==> config.mk <==
export PLATFORM = sky130hd
export DESIGN_NAME = climate_sensor_conditioner
export DESIGN_NICKNAME = d
export VERILOG_FILES = /design/src/sv/csc_pkg.sv /design/src/sv/climate_sensor_conditioner.sv /design/src/sv/csc_cfg.sv /design/src/sv/csc_ring.sv
export SDC_FILE = /design/constraint.sdc
export NUM_CORES = 1
export LEC_CHECK = 0
export BUFFER_PORTS_ARGS = -buffer_cell sky130_fd_sc_hd__buf_2
export CORE_ASPECT_RATIO = 0.9
export CORE_MARGIN = 2
export CORE_UTILIZATION = 50
export CTS_CLUSTER_DIAMETER = 30
export CTS_CLUSTER_SIZE = 30
export DETAILED_ROUTE_END_ITERATION = 16
export GPL_TIMING_DRIVEN = 0
export HOLD_SLACK_MARGIN = 0.12
export PLACE_DENSITY = 0.69
export SLEW_MARGIN = 40
export SYNTH_ARGS = -nofsm -noshare
export SYNTH_HDL_FRONTEND = slang
export SYNTH_SLANG_ARGS = --single-unit
export TNS_END_PERCENT = 10
==> constraint.sdc <==
create_clock -name clk -period 12.5 [get_ports clk]
set_input_delay 3.75 -clock clk [delete_from_list [all_inputs] [get_ports clk]]
set_output_delay 3.75 -clock clk [all_outputs]
set_load 0.03 [all_outputs]
==> src/sv/csc_pkg.sv <==
// Shared types and constants for the climate sensor conditioner.
// Field widths, calibration limits, register indexes and the offset struct.
// No dependencies.
`timescale 1ns / 1ps
`default_nettype none

package csc_pkg;

	// item field widths
	localparam int TEMP_W = 12;
	localparam int HUM_W  = 10;
	localparam int LRAW_W = 13;
	localparam int LAVG_W = 12;
	localparam int ERR_W  = 16;

	// offset register widths
	localparam int TOFF_W = 8;
	localparam int HOFF_W = 10;
	localparam int LOFF_W = 13;

	// config port
	localparam int CFG_IDX_W  = 2;
	localparam int CFG_DATA_W = 13;
	localparam logic [CFG_IDX_W-1:0] REG_TEMP_OFFSET  = 2'd0;
	localparam logic [CFG_IDX_W-1:0] REG_HUM_OFFSET   = 2'd1;
	localparam logic [CFG_IDX_W-1:0] REG_LIGHT_OFFSET = 2'd2;

	// width of the light sum (raw + offset); holds any ADC_WIDTH up to 16
	localparam int LSUM_W = 17;

	// parameter defaults
	localparam int FILTER_DEPTH_DEF = 8;
	localparam int ADC_WIDTH_DEF    = 12;

	// offset clamp limits
	localparam logic signed [TOFF_W-1:0] TOFF_LO = -8'sd100;
	localparam logic signed [TOFF_W-1:0] TOFF_HI = 8'sd100;
	localparam logic signed [HOFF_W-1:0] HOFF_LO = -10'sd500;
	localparam logic signed [HOFF_W-1:0] HOFF_HI = 10'sd500;

	// calibrated range limits (tenths)
	localparam logic signed [TEMP_W:0] TEMP_LO = -13'sd500;
	localparam logic signed [TEMP_W:0] TEMP_HI = 13'sd1500;
	localparam logic signed [HUM_W+1:0] HUM_LO = 12'sd0;
	localparam logic signed [HUM_W+1:0] HUM_HI = 12'sd1000;

	typedef struct packed {
		logic signed [TOFF_W-1:0] temp_off;
		logic signed [HOFF_W-1:0] hum_off;
		logic signed [LOFF_W-1:0] light_off;
	} cal_cfg_t;

endpackage

`default_nettype wire

==> src/sv/climate_sensor_conditioner.sv <==
// Top level of the climate sensor conditioner.
// Depends on csc_pkg, csc_cfg and csc_ring.
//
// Takes one sample set per cycle unless the full output register is stalled. The
// item passes the input register, the stage-2 register and the output register,
// which holds its result until the receiver takes it.
// The pipeline moves as a whole whenever the output register is empty or being
// taken, so throughput is one item per cycle. Temperature and humidity get
// their offsets and are range checked; light is checked against 1.1x full
// scale, offset, clamped and, on a good in-range read, pushed into a FILTER_DEPTH-entry
// ring whose running total is updated in the same cycle. The mean is total/FILTER_DEPTH
// formed by a constant reciprocal multiply in the second stage. The ring has per-entry
// valid bits, so the block is usable directly after reset with no clear pass.
`timescale 1ns / 1ps
`default_nettype none

module climate_sensor_conditioner #(
	parameter int FILTER_DEPTH = csc_pkg::FILTER_DEPTH_DEF,
	parameter int ADC_WIDTH    = csc_pkg::ADC_WIDTH_DEF
) (
	input  wire logic                           clk,
	input  wire logic                           arst_n,
	// input stream
	input  wire logic                           s_axis_tvalid,
	output logic                                s_axis_tready,
	input  wire logic [39:0]                    s_axis_tdata,  // temp_raw, hum_raw, light_raw
	input  wire logic [0:0]                     s_axis_tuser,  // sensor_ok
	// result stream
	output logic                                m_axis_tvalid,
	input  wire logic                           m_axis_tready,
	output logic [55:0]                         m_axis_tdata,  // temp_out, hum_out, light_avg,
	                                                           // error_tally
	output logic [3:0]                          m_axis_tuser,  // temp_valid, hum_valid,
	                                                           // light_valid, all_valid
	// configuration writes
	input  wire logic                           cfg_valid,
	output logic                                cfg_ready,
	input  wire logic [csc_pkg::CFG_IDX_W-1:0]  cfg_index,
	input  wire logic [csc_pkg::CFG_DATA_W-1:0] cfg_data
);
	import csc_pkg::*;

	localparam int TOT_W  = ADC_WIDTH + $clog2(FILTER_DEPTH);
	localparam int RSH    = TOT_W + $clog2(FILTER_DEPTH);
	localparam int RECIP_W = RSH + 1;
	localparam int PROD_W = TOT_W + RECIP_W;
	localparam longint unsigned RECIP =
		((64'd1 << RSH) + 64'(FILTER_DEPTH) - 64'd1) / 64'(FILTER_DEPTH);
	localparam logic [PROD_W-1:0] RECIP_C = PROD_W'(RECIP);
	localparam logic signed [LSUM_W-1:0] ADC_MAX_S = LSUM_W'((1 << ADC_WIDTH) - 1);
	localparam logic [31:0] LIGHT_LIM = 32'((11 * ((1 << ADC_WIDTH) - 1)) / 10);
	localparam int RAW_LO = 0;
	localparam int HUM_LSB = RAW_LO + TEMP_W;
	localparam int LGT_LSB = HUM_LSB + HUM_W;
	localparam int O_HUM_LSB = TEMP_W;
	localparam int O_LAVG_LSB = O_HUM_LSB + HUM_W;
	localparam int O_ERR_LSB = O_LAVG_LSB + LAVG_W;
	localparam int O_END = O_ERR_LSB + ERR_W;

	cal_cfg_t cfg;
	logic     en, proc;

	// stage 1: input register
	logic                    valid_s1, ok_s1;
	logic [TEMP_W-1:0]       temp_raw_s1;
	logic [HUM_W-1:0]        hum_raw_s1;
	logic [LRAW_W-1:0]       light_raw_s1;

	// stage 1 logic
	logic signed [TEMP_W:0]   t_sum;
	logic signed [HUM_W+1:0]  h_sum;
	logic signed [LSUM_W-1:0] l_sum;
	logic                     tv, hv, lv, av;
	logic [ADC_WIDTH-1:0]     l_clamp;
	logic [1:0]               n_err;
	logic [ERR_W:0]           err_inc;
	logic [ERR_W-1:0]         err_nxt, err_q;
	logic                     ring_wr;
	logic [TOT_W-1:0]         ring_total;

	// stage 2
	logic                valid_s2, tv_s2, hv_s2, lv_s2, av_s2;
	logic [TEMP_W-1:0]   temp_s2;
	logic [HUM_W-1:0]    hum_s2;
	logic [ERR_W-1:0]    err_s2;
	logic [PROD_W-1:0]   prod;
	logic [LAVG_W-1:0]   avg;

	// output register
	logic                out_valid_q, tv_q, hv_q, lv_q, av_q;
	logic [TEMP_W-1:0]   temp_q;
	logic [HUM_W-1:0]    hum_q;
	logic [LAVG_W-1:0]   lavg_q;
	logic [ERR_W-1:0]    err_out_q;

	assign en            = !out_valid_q || m_axis_tready;
	assign s_axis_tready = en;
	assign proc          = valid_s1 && en;
	assign cfg_ready     = 1'b1;

	csc_cfg #(
		.ADC_WIDTH(ADC_WIDTH)
	) u_cfg (
		.clk     (clk),
		.arst_n  (arst_n),
		.wr_en   (cfg_valid),
		.wr_index(cfg_index),
		.wr_data (cfg_data),
		.cfg     (cfg)
	);

	// input register
	always_ff @(posedge clk or negedge arst_n) begin
		if (!arst_n) begin
			valid_s1 <= 1'b0;
		end else if (en) begin
			valid_s1 <= s_axis_tvalid;
		end
	end

	always_ff @(posedge clk) begin
		if (en && s_axis_tvalid) begin
			ok_s1        <= s_axis_tuser[0];
			temp_raw_s1  <= s_axis_tdata[HUM_LSB-1:RAW_LO];
			hum_raw_s1   <= s_axis_tdata[LGT_LSB-1:HUM_LSB];
			light_raw_s1 <= s_axis_tdata[LGT_LSB+LRAW_W-1:LGT_LSB];
		end
	end

	// calibration, range checks and light clamp
	always_comb begin
		t_sum = $signed({temp_raw_s1[TEMP_W-1], temp_raw_s1}) + (TEMP_W+1)'(cfg.temp_off);
		h_sum = $signed({2'b00, hum_raw_s1}) + (HUM_W+2)'(cfg.hum_off);
		l_sum = $signed({{(LSUM_W-LRAW_W){1'b0}}, light_raw_s1}) + LSUM_W'(cfg.light_off);
		tv    = (t_sum >= TEMP_LO) && (t_sum <= TEMP_HI);
		hv    = (h_sum >= HUM_LO) && (h_sum <= HUM_HI);
		lv    = {{(32-LRAW_W){1'b0}}, light_raw_s1} <= LIGHT_LIM;
		av    = tv && hv && lv;
		if (l_sum < 0) begin
			l_clamp = '0;
		end else if (l_sum > ADC_MAX_S) begin
			l_clamp = ADC_WIDTH'(ADC_MAX_S);
		end else begin
			l_clamp = l_sum[ADC_WIDTH-1:0];
		end
	end

	// error tally: one per failed read or bad temperature or humidity, saturating
	always_comb begin
		if (!ok_s1) begin
			n_err = 2'd1;
		end else begin
			n_err = 2'({1'b0, !tv} + {1'b0, !hv});
		end
		err_inc = {1'b0, err_q} + (ERR_W+1)'(n_err);
		if (ok_s1 && av) begin
			err_nxt = '0;
		end else if (err_inc[ERR_W]) begin
			err_nxt = '1;
		end else begin
			err_nxt = err_inc[ERR_W-1:0];
		end
	end

	always_ff @(posedge clk or negedge arst_n) begin
		if (!arst_n) begin
			err_q <= '0;
		end else if (proc) begin
			err_q <= err_nxt;
		end
	end

	assign ring_wr = proc && ok_s1 && lv;

	csc_ring #(
		.DEPTH (FILTER_DEPTH),
		.DATA_W(ADC_WIDTH)
	) u_ring (
		.clk    (clk),
		.arst_n (arst_n),
		.wr_en  (ring_wr),
		.wr_data(l_clamp),
		.total  (ring_total)
	);

	// stage 2 register
	always_ff @(posedge clk or negedge arst_n) begin
		if (!arst_n) begin
			valid_s2 <= 1'b0;
		end else if (en) begin
			valid_s2 <= valid_s1;
		end
	end

	always_ff @(posedge clk) begin
		if (proc) begin
			tv_s2   <= ok_s1 && tv;
			hv_s2   <= ok_s1 && hv;
			lv_s2   <= ok_s1 && lv;
			av_s2   <= ok_s1 && av;
			temp_s2 <= (ok_s1 && tv) ? t_sum[TEMP_W-1:0] : '0;
			hum_s2  <= (ok_s1 && hv) ? h_sum[HUM_W-1:0] : '0;
			err_s2  <= err_nxt;
		end
	end

	// mean = total / FILTER_DEPTH by reciprocal multiply
	assign prod = PROD_W'(ring_total) * RECIP_C;
	assign avg  = LAVG_W'(prod >> RSH);

	// output register
	always_ff @(posedge clk or negedge arst_n) begin
		if (!arst_n) begin
			out_valid_q <= 1'b0;
		end else if (en) begin
			out_valid_q <= valid_s2;
		end
	end

	always_ff @(posedge clk) begin
		if (en && valid_s2) begin
			tv_q      <= tv_s2;
			hv_q      <= hv_s2;
			lv_q      <= lv_s2;
			av_q      <= av_s2;
			temp_q    <= temp_s2;
			hum_q     <= hum_s2;
			lavg_q    <= lv_s2 ? avg : '0;
			err_out_q <= err_s2;
		end
	end

	assign m_axis_tvalid = out_valid_q;
	assign m_axis_tdata  = {{(56-O_END){1'b0}}, err_out_q, lavg_q, hum_q, temp_q};
	assign m_axis_tuser  = {av_q, lv_q, hv_q, tv_q};

endmodule

`default_nettype wire

==> src/sv/csc_cfg.sv <==
// Calibration offset registers with clamp-on-write.
// Depends on csc_pkg.
`timescale 1ns / 1ps
`default_nettype none

module csc_cfg #(
	parameter int ADC_WIDTH = csc_pkg::ADC_WIDTH_DEF
) (
	input  wire logic                           clk,
	input  wire logic                           arst_n,
	input  wire logic                           wr_en,
	input  wire logic [csc_pkg::CFG_IDX_W-1:0]  wr_index,
	input  wire logic [csc_pkg::CFG_DATA_W-1:0] wr_data,
	output csc_pkg::cal_cfg_t                   cfg
);
	import csc_pkg::*;

	localparam logic signed [LSUM_W-1:0] ADC_MAX_S = LSUM_W'((1 << ADC_WIDTH) - 1);

	cal_cfg_t cfg_q;
	logic signed [TOFF_W-1:0] t_in, t_clamp;
	logic signed [HOFF_W-1:0] h_in, h_clamp;
	logic signed [LSUM_W-1:0] l_in;
	logic signed [LOFF_W-1:0] l_clamp;

	// clamp each candidate value to its register limits
	always_comb begin
		t_in = $signed(wr_data[TOFF_W-1:0]);
		h_in = $signed(wr_data[HOFF_W-1:0]);
		l_in = LSUM_W'($signed(wr_data[LOFF_W-1:0]));
		if (t_in < TOFF_LO) begin
			t_clamp = TOFF_LO;
		end else if (t_in > TOFF_HI) begin
			t_clamp = TOFF_HI;
		end else begin
			t_clamp = t_in;
		end
		if (h_in < HOFF_LO) begin
			h_clamp = HOFF_LO;
		end else if (h_in > HOFF_HI) begin
			h_clamp = HOFF_HI;
		end else begin
			h_clamp = h_in;
		end
		if (l_in < -ADC_MAX_S) begin
			l_clamp = LOFF_W'(-ADC_MAX_S);
		end else if (l_in > ADC_MAX_S) begin
			l_clamp = LOFF_W'(ADC_MAX_S);
		end else begin
			l_clamp = LOFF_W'(l_in);
		end
	end

	// register file; unknown indexes are dropped
	always_ff @(posedge clk or negedge arst_n) begin
		if (!arst_n) begin
			cfg_q <= '0;
		end else if (wr_en) begin
			case (wr_index)
				REG_TEMP_OFFSET:  cfg_q.temp_off  <= t_clamp;
				REG_HUM_OFFSET:   cfg_q.hum_off   <= h_clamp;
				REG_LIGHT_OFFSET: cfg_q.light_off <= l_clamp;
				default:          cfg_q <= cfg_q;
			endcase
		end
	end

	assign cfg = cfg_q;

endmodule

`default_nettype wire

==> src/sv/csc_ring.sv <==
// Light sample ring with running total.
// One write per sample at the ring pointer; the entry it replaces is prefetched
// through a registered read. Per-entry valid bits make unwritten entries read zero.
`timescale 1ns / 1ps
`default_nettype none

module csc_ring #(
	parameter int DEPTH  = csc_pkg::FILTER_DEPTH_DEF,
	parameter int DATA_W = csc_pkg::ADC_WIDTH_DEF,
	localparam int TOT_W = DATA_W + $clog2(DEPTH)
) (
	input  wire logic              clk,
	input  wire logic              arst_n,
	input  wire logic              wr_en,
	input  wire logic [DATA_W-1:0] wr_data,
	output logic      [TOT_W-1:0]  total
);
	import csc_pkg::*;

	localparam int PTR_W = (DEPTH > 1) ? $clog2(DEPTH) : 1;
	localparam logic [PTR_W-1:0] LAST = PTR_W'(DEPTH - 1);

	logic [DATA_W-1:0] mem [DEPTH];
	logic [DEPTH-1:0]  vld_q;
	logic [PTR_W-1:0]  ptr_q, nxt_ptr, rd_addr;
	logic [DATA_W-1:0] rd_q, byp_q, old_val;
	logic              rd_vld_q, byp_sel_q;
	logic [TOT_W-1:0]  total_q;

	// entry currently under the pointer
	assign old_val = byp_sel_q ? byp_q : (rd_vld_q ? rd_q : '0);
	assign nxt_ptr = (ptr_q == LAST) ? '0 : ptr_q + 1'b1;
	assign rd_addr = wr_en ? nxt_ptr : ptr_q;

	// storage and registered read
	always_ff @(posedge clk) begin
		if (wr_en) begin
			mem[ptr_q] <= wr_data;
		end
		rd_q  <= mem[rd_addr];
		byp_q <= wr_data;
	end

	// pointer, valid bits and running total
	always_ff @(posedge clk or negedge arst_n) begin
		if (!arst_n) begin
			vld_q     <= '0;
			ptr_q     <= '0;
			rd_vld_q  <= 1'b0;
			byp_sel_q <= 1'b0;
			total_q   <= '0;
		end else begin
			rd_vld_q  <= vld_q[rd_addr];
			byp_sel_q <= wr_en && (rd_addr == ptr_q);
			if (wr_en) begin
				vld_q[ptr_q] <= 1'b1;
				ptr_q        <= nxt_ptr;
				total_q      <= total_q - TOT_W'(old_val) + TOT_W'(wr_data);
			end
		end
	end

	assign total = total_q;

endmodule

`default_nettype wire

==> flow_metrics.env, run 1 <==
export IMPL_crit_start="m_axis_tready"
export IMPL_multi_input_area_um2=5430
export IMPL_gr_usage_all_layers_pct=20.6
export IMPL_cts_buffers=68
export IMPL_cts_repair_resized=0
export IMPL_synth_fa_ha_area_share_pct=6.92
export IMPL_start_util_pct=50.7
export IMPL_max_stage_delay_ns=0.43
export IMPL_crit_family="buffers and inverters"
export IMPL_drc_errors=0
export IMPL_seq_power_share_pct=31.2
export IMPL_synth_compound_area_share_pct=10.7
export IMPL_cp_common_cell="buf_2"
export IMPL_slew_headroom_pct=47.5
export IMPL_syn_cell_area_um2=15100
export IMPL_yosysSeqAreaShare_pct=61.4
export IMPL_nNetsFinal=1531
export IMPL_clk_latency_ns=0.56
export IMPL_avgSynthCellArea_um2=12.7
export IMPL_layout_drive_gt1_share_pct=23.6
export IMPL_min_period_ns=8.54
export IMPL_ir_drop_mv=0.144
export IMPL_fill_cells=2270
export IMPL_grt_overflow=0
export IMPL_final_cell_area_um2=18700
export IMPL_rsz0062_at_grt="false"
export IMPL_seq_area_um2=9280
export IMPL_power_mw=5.09
export IMPL_wirelength_mm=31.8
export IMPL_io_pins=124
export IMPL_timing_rr_start="u_cfg.cfg[23]$_DFFE_PN0P_"
export IMPL_final_cells=1852
export IMPL_die_h_um=169
export IMPL_status="finished clean"
export IMPL_critical_path_cell_chain="buf_2 -> nor2b_1 -> inv_1 -> buf_2"
export IMPL_endpoint_kind="output port"
export IMPL_drv_slew=0
export IMPL_synthCells=1190
export IMPL_hp_class="reg2reg"
export IMPL_synth_ff_type="edfxtp_1"
export IMPL_core_um2=29800
export IMPL_internal_power_mw=3.35
export IMPL_antenna_cells=0
export IMPL_finClkSkew_ns=0.0250
export IMPL_p_sw_mw=1.74
export IMPL_grt_pass1_vias=9793
export IMPL_cts_sinks=330
export IMPL_synthMuxAreaShare_pct=5.99
export IMPL_cp_data_arrival_time_ns=4.79
export IMPL_antenna_found_initial=0
export IMPL_crit_path_top_delay_cell="nor2b_1"
export IMPL_drv_cap=0
export IMPL_cts_buffer_depth=3
export IMPL_ctsHoldBuffers=0
export IMPL_post_cts_buffers=0
export IMPL_hold_start="temp_s2[3]$_SDFFCE_PN0P_"
export IMPL_p_clk_share_pct=34.2
export IMPL_dieArea_um2=31700
export IMPL_finalHoldViolCount=0
export IMPL_fp_dieW_um=187
export IMPL_num_rows=60
export IMPL_clockRootBuffer="clkbuf_16"
export IMPL_fin_tns_setup_ns=0
export IMPL_drt_vias_per_instance=5.35
export IMPL_wl_per_cell_um=17.2
export IMPL_area_growth_pct=23.8
export IMPL_gp_congestion=0.878
export IMPL_fmax_mhz=117
export IMPL_place_area_um2=16500
export IMPL_synth_xor_area_share_pct=2.32
export IMPL_post_place_ws_ns=3.96
export IMPL_drt_iter0_drc=721
export IMPL_crit_required_ns=8.75
export IMPL_synth_warnings=0
export IMPL_drt_pass1_iterations=7
export IMPL_finalWorstSetupSlack_ns=3.96
export IMPL_ys_types=65
export IMPL_final_core_util_pct=62.8
export IMPL_switching_share_pct=34.2
export IMPL_p_per_area_nw_per_um2=272
export IMPL_dp_cells=1729
export IMPL_async_reset_ff_share_pct=23.6
export IMPL_synth_ff_latch_count=330
export IMPL_synth_edf_count=228
export IMPL_worst_slew_pin_slew_ns=0.787
export IMPL_cp_start_kind="input pin"
export IMPL_p_comb_share_pct=34.6
export IMPL_crit_buf_inv=3
export IMPL_hpwl_mm=22.4
export IMPL_grt_max_degree=46
export IMPL_numPortBuffers=110
export IMPL_path_max_fanout=5
export IMPL_grt_first_pass_wirelength_mm=50.8
export IMPL_leakage_nw=7.64
export IMPL_timing_hold_ws_ns=0.407
export IMPL_htree_levels=3
export IMPL_fin_crit_sh_pct=68.3
export IMPL_drtAntennaViolNets=0
export IMPL_setup_violations=0
export IMPL_vias=9902
export IMPL_path_clk_slew_ns=0.05
export IMPL_path_class="in2out"
export IMPL_synth_top_family_by_area="compound AO/OA/AOI/OAI gates"
export IMPL_synth_simple_area_share_pct=9.46
export IMPL_cts_tree="done"
worst register-to-register path, delay by kind of cell, from the launching register on:
family / cells / cell delay (ns)
compound gates: 7 / 1.83
flops: 1 / 0.39
fa+ha+maj: 5 / 1.51
simple gates: 6 / 1.24
buf+inv: 3 / 0.47
mux: 1 / 0.20
path summary, 6_finish.rpt:
path	to	slack, ns	depth (start not counted)
worst max register to register	err_q[4]$_DFFE_PN0P_	6.81	22
worst max-delay path	s_axis_tready	3.96	4
worst min-delay path	temp_q[3]$_DFFE_PP_	0.41	0
min in group asynchronous	u_cfg.cfg[1]$_DFFE_PN0P_	3.11	1
worst min register to register	temp_q[3]$_DFFE_PP_	0.41	0
max in group asynchronous	u_ring.total[10]$_DFFE_PN0P_	8.84	2
per-layer routing:
layer / track usage (%) / vias up / wire, um
met5: 0 / - / 0
met4: 7.83 / 0 / 817
met3: 4.29 / 63 / 1980
met2: 32.5 / 315 / 14600
met1: 28.2 / 4730 / 14400
li1: - / 4794 / -
power groups by stage:
stage,Combinational (mW),Sequential [mW],Clock [mW]
after global routing,1.95,1.61,1.82
final,1.76,1.59,1.74
after detailed placement,1.75,1.61,0
after CTS,1.76,1.59,1.76
after floorplan,1.23,1.67,0
after global placement,1.68,1.61,0
Yosys cell counts (5+ instances only):
master    instances  share of area [%]
a211oi_1          9               0.45
a21o_1           13               0.65
a21oi_1          45                1.5
a22o_1           13               0.75
a31oi_1           8               0.33
and2_1           24               0.99
and3_1           20               0.83
buf_2             5               0.17
buf_4            15               0.74
clkbuf_1         30               0.74
dfrtp_1          78                 13
dfxtp_1          24                3.2
edfxtp_1        228                 45
fa_1             16                2.1
ha_1             58                4.8
inv_1            58                1.4
mux2_2           52                3.9
mux2i_1          32                2.1
nand2_1         111                2.8
nand2b_1          6               0.25
nand3_1          16               0.53
nor2_1           50                1.2
nor2b_1           8               0.33
nor3_1           23               0.76
nor4_1            5               0.21
o211ai_1         21                1.0
o21a_1           25                1.2
o21ai_0          78                2.6
o31ai_1           6               0.30
or2_2            11               0.46
or3_1             7               0.29
xnor2_1          24                1.4
xor2_1           16               0.93
registers in the layout, indices dropped and copies added (netlist names), 3 cells and up:
| register | cells |
|---|---|
| err_out_q | 16 |
| err_q | 16 |
| err_s2 | 16 |
| hum_q | 10 |
| hum_raw_s1 | 10 |
| hum_s2 | 10 |
| lavg_q | 12 |
| light_raw_s1 | 13 |
| temp_q | 12 |
| temp_raw_s1 | 12 |
| temp_s2 | 12 |
| u_cfg.cfg | 31 |
| u_ring.byp_q | 12 |
| u_ring.mem | 96 |
| u_ring.ptr_q | 3 |
| u_ring.rd_q | 12 |
| u_ring.total | 15 |
| u_ring.vld_q | 8 |
layout make-up:
type | instances | share of cell area (%)
clock inverter | 42 | 2.53
timing repair buffer | 131 | 4.04
clock buffer | 81 | 9.58
buffer | 51 | 1.42
sequential | 330 | 49.6
inverter | 60 | 1.20
multi-input combinational | 754 | 29.0
tap | 403 | 2.69
cell families (layout without fill, tap and decap cells):
kind of cell / count (synthesis) / in the layout
AND/OR/NAND/NOR: 297 / 297
XOR/XNOR: 40 / 40
other: 2 / 7
adder cells (fa/ha/maj): 74 / 74
multiplexers: 84 / 84
buffers and inverters: 111 / 365
flip-flops: 330 / 330
AO/OA/AOI/OAI: 252 / 252
cells in the final DEF (no fill, tap or decap), types with 9 or more instances in the layout:
master / count
a21oi_1: 45
and2_1: 23
clkinv_2: 13
and3_1: 20
a211oi_1: 9
clkbuf_16: 70
buf_4: 22
o21ai_0: 78
mux2_2: 52
clkbuf_1: 40
o21a_1: 25
or2_2: 11
dfrtp_1: 78
a21o_1: 13
a22o_1: 13
ha_1: 58
xor2_1: 16
nand2_1: 111
o211ai_1: 21
fa_1: 16
buf_2: 124
dfxtp_1: 24
nand3_1: 16
nor2_1: 48
mux2i_1: 32
edfxtp_1: 228
xnor2_1: 24
nor3_1: 21
inv_1: 58
Power figures use the tool's default switching activity.
==> run 2: changes to the inputs <==
--- a/config.mk
+++ b/config.mk
@@ -14,7 +14,7 @@
 export DETAILED_ROUTE_END_ITERATION = 16
 export GPL_TIMING_DRIVEN = 0
 export HOLD_SLACK_MARGIN = 0.12
-export PLACE_DENSITY = 0.69
+export PLACE_DENSITY = 0.71
 export SLEW_MARGIN = 40
 export SYNTH_ARGS = -nofsm -noshare
 export SYNTH_HDL_FRONTEND = slang
==> constraint.sdc (replaced) <==
create_clock -name clk -period 7.5 [get_ports clk]
set_input_delay 2.25 -clock clk [delete_from_list [all_inputs] [get_ports clk]]
set_output_delay 2.25 -clock clk [all_outputs]
set_load 0.03 [all_outputs]
==> flow_metrics.env, run 2 (same netlist as run 1, synthesis figures left out) <==
export IMPL_status="finished clean"
export IMPL_finalHoldViolCount=0
export IMPL_drt_pass1_iterations=5
export IMPL_cts_buffers=61
export IMPL_path_class="reg2reg"
export IMPL_wirelength_mm=32.0
export IMPL_ir_drop_mv=0.332
export IMPL_ff2ff_setup_slack_ns=1.79
export IMPL_grt_overflow=0
export IMPL_wl_per_cell_um=17.4
export IMPL_fp_dieW_um=187
export IMPL_crit_path_top_delay_cell="or3_1"
export IMPL_internal_power_mw=5.46
export IMPL_hpwl_mm=22.6
export IMPL_final_cells=1842
export IMPL_drt_iter0_drc=767
export IMPL_place_area_um2=16500
export IMPL_fill_cells=2310
export IMPL_cts_repair_resized=0
export IMPL_cts_buffer_depth=3
export IMPL_drc_errors=0
export IMPL_leakage_nw=7.57
export IMPL_p_per_area_nw_per_um2=449
export IMPL_worst_slew_pin_slew_ns=0.808
export IMPL_fin_crit_sh_pct=76.2
export IMPL_cp_common_cell="ha_1"
export IMPL_path_clk_slew_ns=0.05
export IMPL_max_stage_delay_ns=0.46
export IMPL_final_cell_area_um2=18600
export IMPL_regMostFlops="u_ring.mem"
export IMPL_post_cts_buffers=0
export IMPL_clockRootBuffer="clkbuf_16"
export IMPL_mostFrequentLayoutCell="edfxtp_1"
export IMPL_switching_share_pct=34.7
export IMPL_cts_sinks=330
export IMPL_antenna_found_initial=0
export IMPL_critical_path_cell_chain="ha_1 -> fa_1 -> a211oi_1 -> o21ai_0 -> a2111o_1 -> nand3_1 -> a211oi_1 -> a31o_2 -> o21a_1 -> buf_6 -> ha_1 -> nand2b_1 -> ha_1 -> inv_1 -> fa_1 -> nor2_1 -> and2_1 -> nand2_1 -> or3_1 -> clkbuf_1 -> a21oi_1 -> mux2_2"
export IMPL_fmax_mhz=175
export IMPL_num_rows=60
export IMPL_largest_reg_flops=96
export IMPL_drt_vias_per_instance=5.38
export IMPL_drtAntennaViolNets=0
export IMPL_ctsHoldBuffers=0
export IMPL_cp_start_kind="flip-flop"
export IMPL_htree_levels=2
export IMPL_gr_usage_all_layers_pct=20.5
export IMPL_finClkSkew_ns=0.0145
export IMPL_die_h_um=169
export IMPL_area_growth_pct=22.9
export IMPL_fin_tns_setup_ns=0
export IMPL_endpoint_kind="flip-flop"
export IMPL_seq_power_share_pct=31.8
export IMPL_dp_cells=1726
export IMPL_rsz0062_at_grt="false"
export IMPL_final_cell_mix="228 x edfxtp_1, 122 x buf_2, 111 x nand2_1, 78 x o21ai_0, 78 x dfrtp_1"
export IMPL_min_period_ns=5.71
export IMPL_cp_data_arrival_time_ns=6.23
export IMPL_core_um2=29800
export IMPL_dieArea_um2=31700
export IMPL_hp_class="reg2reg"
export IMPL_p_sw_mw=2.90
export IMPL_grt_first_pass_wirelength_mm=50.8
export IMPL_p_clk_share_pct=32.9
export IMPL_clk_latency_ns=0.58
export IMPL_slew_headroom_pct=46.1
export IMPL_layout_drive_gt1_share_pct=23.4
export IMPL_gp_congestion=0.847
export IMPL_vias=9904
export IMPL_drv_slew=0
export IMPL_path_max_fanout=10
export IMPL_p_comb_share_pct=35.3
export IMPL_grt_pass1_vias=9689
export IMPL_start_util_pct=50.7
export IMPL_numPortBuffers=110
export IMPL_drv_cap=0
export IMPL_grt_max_degree=49
export IMPL_crit_required_ns=8.02
export IMPL_nNetsFinal=1521
export IMPL_setup_violations=0
export IMPL_cts_tree="done"
export IMPL_antenna_cells=0
export IMPL_io_pins=124
==> run 2: cell types whose count changed in the layout (fill, tap and decap cells not counted), moves of 2 or more <==
cell	change
buf_2	-2
clkbuf_1	-4
clkbuf_16	-8
clkbuf_8	+6
clkinv_2	-4
inv_6	+3
==> run 2: final cells by class <==
type | instances | area [um2] | area share (%)
Inverter | 60 | 225 | 1.21
Timing Repair Buffer | 128 | 752 | 4.05
Clock buffer | 75 | 1660 | 8.93
Tap cell | 403 | 504 | 2.71
Buffer | 51 | 265 | 1.43
Multi-Input combinational cell | 754 | 5430 | 29.2
Clock inverter | 41 | 470 | 2.53
Sequential cell | 330 | 9280 | 49.9
==> run 2: power groups by stage <==
stage,registers [mW],logic [mW],clock network [mW]
finish,2.65,2.95,2.75
global route,2.69,3.28,2.88
CTS,2.66,2.95,2.78
detailed placement,2.68,2.92,0
global placement,2.69,2.80,0
floorplan,2.78,2.04,0
==> run 2: path summary, 6_finish.rpt <==
check                                                from  cells past startpoint                          end
min in group asynchronous                          arst_n                      1  u_ring.vld_q[4]$_DFFE_PN0P_
max in group asynchronous                          arst_n                      2        err_q[11]$_DFFE_PN0P_
worst min-delay path                 err_s2[14]$_DFFE_PP_                      0      err_out_q[14]$_DFFE_PP_
worst max-delay path            u_cfg.cfg[23]$_DFFE_PN0P_                     22         err_q[4]$_DFFE_PN0P_
worst max register to register  u_cfg.cfg[23]$_DFFE_PN0P_                     22         err_q[4]$_DFFE_PN0P_
worst min register to register       err_s2[14]$_DFFE_PP_                      0      err_out_q[14]$_DFFE_PP_
==> run 2: stage by stage <==
stage	setup slack, ns	hold slack (ns)	util (%)	total power [mW]
floorplan	2.46	0.400	-	4.83
global placement	1.13	0.402	54.3	5.48
detailed placement	1.87	0.405	55.2	5.60
CTS	1.84	0.415	62.4	8.39
global route	1.31	0.416	62.4	8.85
finish	1.79	0.412	62.4	8.35
==> run 2: metal layers <==
layer / global-route usage [%] / wire [um]
met1: 28.5 / 14600
met2: 32.6 / 14700
met3: 3.69 / 2000
met4: 6.94 / 678
met5: 0 / 0
==> run 2: critical path, delay by kind of cell, from the launching register on <==
| family | cells | cell delay, ns |
|---|---|---|
| adder cells (fa/ha/maj) | 5 | 1.57 |
| AO/OA/AOI/OAI | 7 | 1.76 |
| buffers and inverters | 3 | 0.49 |
| multiplexers | 1 | 0.19 |
| AND/OR/NAND/NOR | 6 | 1.25 |
| flip-flops | 1 | 0.39 |
==> run 3: changes to the inputs <==
--- a/config.mk
+++ b/config.mk
@@ -5,6 +5,7 @@
 export SDC_FILE = /design/constraint.sdc
 export NUM_CORES = 1
 export LEC_CHECK = 0
+export ABC_AREA = 1
 export BUFFER_PORTS_ARGS = -buffer_cell sky130_fd_sc_hd__buf_2
 export CORE_ASPECT_RATIO = 0.9
 export CORE_MARGIN = 2
@@ -14,7 +15,7 @@
 export DETAILED_ROUTE_END_ITERATION = 16
 export GPL_TIMING_DRIVEN = 0
 export HOLD_SLACK_MARGIN = 0.12
-export PLACE_DENSITY = 0.71
+export PLACE_DENSITY = 0.68
 export SLEW_MARGIN = 40
 export SYNTH_ARGS = -nofsm -noshare
 export SYNTH_HDL_FRONTEND = slang
==> constraint.sdc (replaced) <==
create_clock -name clk -period 5.6 [get_ports clk]
set_input_delay 1.68 -clock clk [delete_from_list [all_inputs] [get_ports clk]]
set_output_delay 1.68 -clock clk [all_outputs]
set_load 0.03 [all_outputs]
==> flow_metrics.env, run 3 <==
export IMPL_status="finished clean"
export IMPL_cts_sinks=330
export IMPL_endpoint_kind="flip-flop"
export IMPL_avgSynthCellArea_um2=10.1
export IMPL_ir_drop_mv=0.411
export IMPL_drt_iter0_drc=934
export IMPL_p_clk_share_pct=32.3
export IMPL_num_rows=61
export IMPL_syn_cell_area_um2=15900
export IMPL_switching_share_pct=37.8
export IMPL_hpwl_mm=24.9
export IMPL_largest_reg_flops=96
export IMPL_final_cells=2213
export IMPL_numPortBuffers=111
export IMPL_worst_slew_pin_slew_ns=0.814
export IMPL_die_h_um=173
export IMPL_htree_levels=2
export IMPL_finalHoldViolCount=0
export IMPL_ctsHoldBuffers=0
export IMPL_synthTopCellsByArea="edfxtp_1 43%, dfrtp_1 12%, nand2_1 7.8%"
export IMPL_synth_common_cells="331 x nand2_1, 242 x inv_1, 228 x edfxtp_1"
export IMPL_final_core_util_pct=62.0
export IMPL_hold_depth=0
export IMPL_p_comb_share_pct=36.7
export IMPL_drt_vias_per_instance=5.16
export IMPL_grt_first_pass_wirelength_mm=56.0
export IMPL_clk_latency_ns=0.59
export IMPL_p_sw_mw=4.34
export IMPL_path_clk_slew_ns=0.06
export IMPL_nNetsFinal=1887
export IMPL_p_per_area_nw_per_um2=593
export IMPL_gp_congestion=0.895
export IMPL_slew_headroom_pct=45.7
export IMPL_synth_warnings=0
export IMPL_cts_repair_resized=0
export IMPL_internal_power_mw=7.12
export IMPL_fp_dieW_um=192
export IMPL_core_um2=31100
export IMPL_hp_class="reg2reg"
export IMPL_grt_pass1_vias=10900
export IMPL_area_growth_pct=21.3
export IMPL_async_reset_ff_share_pct=23.6
export IMPL_drc_errors=0
export IMPL_grt_overflow=0
export IMPL_yosysTopAreaCell="edfxtp_1"
export IMPL_cp_data_arrival_time_ns=5.49
export IMPL_fin_tns_setup_ns=0
export IMPL_vias=11400
export IMPL_ys_types=47
export IMPL_crit_path_top_delay_cell="fa_1"
export IMPL_clockRootBuffer="clkbuf_16"
export IMPL_dieArea_um2=33300
export IMPL_antenna_found_initial=0
export IMPL_fill_cells=2507
export IMPL_min_period_ns=5.01
export IMPL_synthCells=1569
export IMPL_synth_edf_count=228
export IMPL_setup_violations=0
export IMPL_drt_pass1_iterations=5
export IMPL_wl_per_cell_um=15.6
export IMPL_path_class="reg2reg"
export IMPL_cts_buffer_depth=3
export IMPL_layout_drive_gt1_share_pct=17.7
export IMPL_seq_power_share_pct=31.1
export IMPL_synth_ff_type="edfxtp_1"
export IMPL_leakage_nw=8.88
export IMPL_synth_top_area_share_pct=43.0
export IMPL_gr_usage_all_layers_pct=21.3
export IMPL_synth_most_common_cell="nand2_1"
export IMPL_crit_required_ns=6.09
export IMPL_cp_common_cell="nand2_1"
export IMPL_post_cts_buffers=0
export IMPL_regMostFlops="u_ring.mem"
export IMPL_cp_start_kind="flip-flop"
export IMPL_rsz0062_at_grt="false"
export IMPL_mostFrequentLayoutCell="nand2_1"
export IMPL_yosysSeqAreaShare_pct=58.3
export IMPL_finClkSkew_ns=0.0332
export IMPL_drtAntennaViolNets=0
export IMPL_max_stage_delay_ns=0.55
export IMPL_rr_worst_depth=28
export IMPL_fmax_mhz=200
export IMPL_cts_buffers=60
export IMPL_fin_crit_sh_pct=89.4
export IMPL_synth_ff_latch_count=330
export IMPL_drv_cap=0
export IMPL_start_util_pct=51.1
export IMPL_dp_cells=2099
export IMPL_io_pins=124
export IMPL_drv_slew=0
export IMPL_power_mw=11.5
export IMPL_final_cell_mix="331 x nand2_1, 241 x inv_1, 228 x edfxtp_1, 128 x buf_2, 99 x nand3_1"
export IMPL_grt_max_degree=58
export IMPL_path_max_fanout=10
export IMPL_antenna_cells=0
export IMPL_wirelength_mm=34.6
export IMPL_cts_tree="done"
## run 3: cell count changes in the layout (fill, tap and decap cells not counted), sizes merged, moves of 24 or more
cell,previous run,this run
and2,24,0
inv,67,260
mux2,52,3
mux2i,32,0
nand2,111,348
nand3,16,101
nand3b,3,50
nor2,50,99
## run 3: cell families after synthesis
logic type	synth area share (%)
xor+xnor	2.41
compound gates	6.47
buf+inv	7.67
mux	0.212
fa+ha+maj	6.57
flops	58.3
other cells	0.0472
simple gates	18.3
## run 3: final cells by class
cell class	count	area, um2	share of cell area [%]
Timing Repair Buffer	116	674	3.49
Clock inverter	44	494	2.56
Clock buffer	70	1660	8.61
Buffer	52	294	1.52
Inverter	247	927	4.80
Sequential cell	330	9280	48.0
Tap cell	409	512	2.65
Multi-Input combinational cell	945	5480	28.3
## run 3: worst max-delay path, delay by kind of cell, from the launching register on
family / cells / cell delay (ns)
AND/OR/NAND/NOR: 14 / 1.16
buffers and inverters: 3 / 0.28
adder cells (fa/ha/maj): 4 / 1.48
AO/OA/AOI/OAI: 7 / 1.63
flip-flops: 1 / 0.37
## run 3: worst paths after layout
kind	slack, ns	start	end
worst min-delay path	0.42	hum_s2[3]$_SDFFCE_PN0P_	hum_q[3]$_DFFE_PP_
min in group asynchronous	0.96	arst_n	err_q[9]$_DFFE_PN0P_
max in group asynchronous	4.03	arst_n	u_ring.total[13]$_DFFE_PN0P_
worst max-delay path	0.59	u_cfg.cfg[0]$_DFFE_PN0P_	u_ring.total[11]$_DFFE_PN0P_
worst min register to register	0.42	hum_s2[3]$_SDFFCE_PN0P_	hum_q[3]$_DFFE_PP_
worst max register to register	0.59	u_cfg.cfg[0]$_DFFE_PN0P_	u_ring.total[11]$_DFFE_PN0P_
## run 3: power groups by stage
stage                     registers (mW)  clock network (mW)  logic [mW]
final                               3.56                3.70        4.20
after global routing                3.61                3.87        4.71
after CTS                           3.56                3.75        4.17
after detailed placement            3.60                   0        4.12
after global placement              3.60                   0        3.97
after floorplan                     3.74                   0        2.86
## run 3: routing by layer
| layer | track usage, % | vias up | wire length, um |
|---|---|---|---|
| met1 | 31.3 | 5401 | 16300 |
| met3 | 3.72 | 66 | 2160 |
| met4 | 6.17 | 0 | 704 |
| li1 | - | 5579 | - |
| met5 | 0 | - | 0 |
| met2 | 32.5 | 371 | 15400 |
## run 3: metrics by stage
step / area (um2) / hold WS (ns) / setup slack [ns]
4_1_cts: 19300 / 0.416 / 0.648
6_report: 19300 / 0.417 / 0.592
2_1_floorplan: 15900 / 0.400 / 0.852
3_5_place_dp: 17200 / 0.405 / 0.685
5_1_grt: 19300 / 0.422 / 0.209
3_3_place_gp: 17000 / 0.401 / -0.351
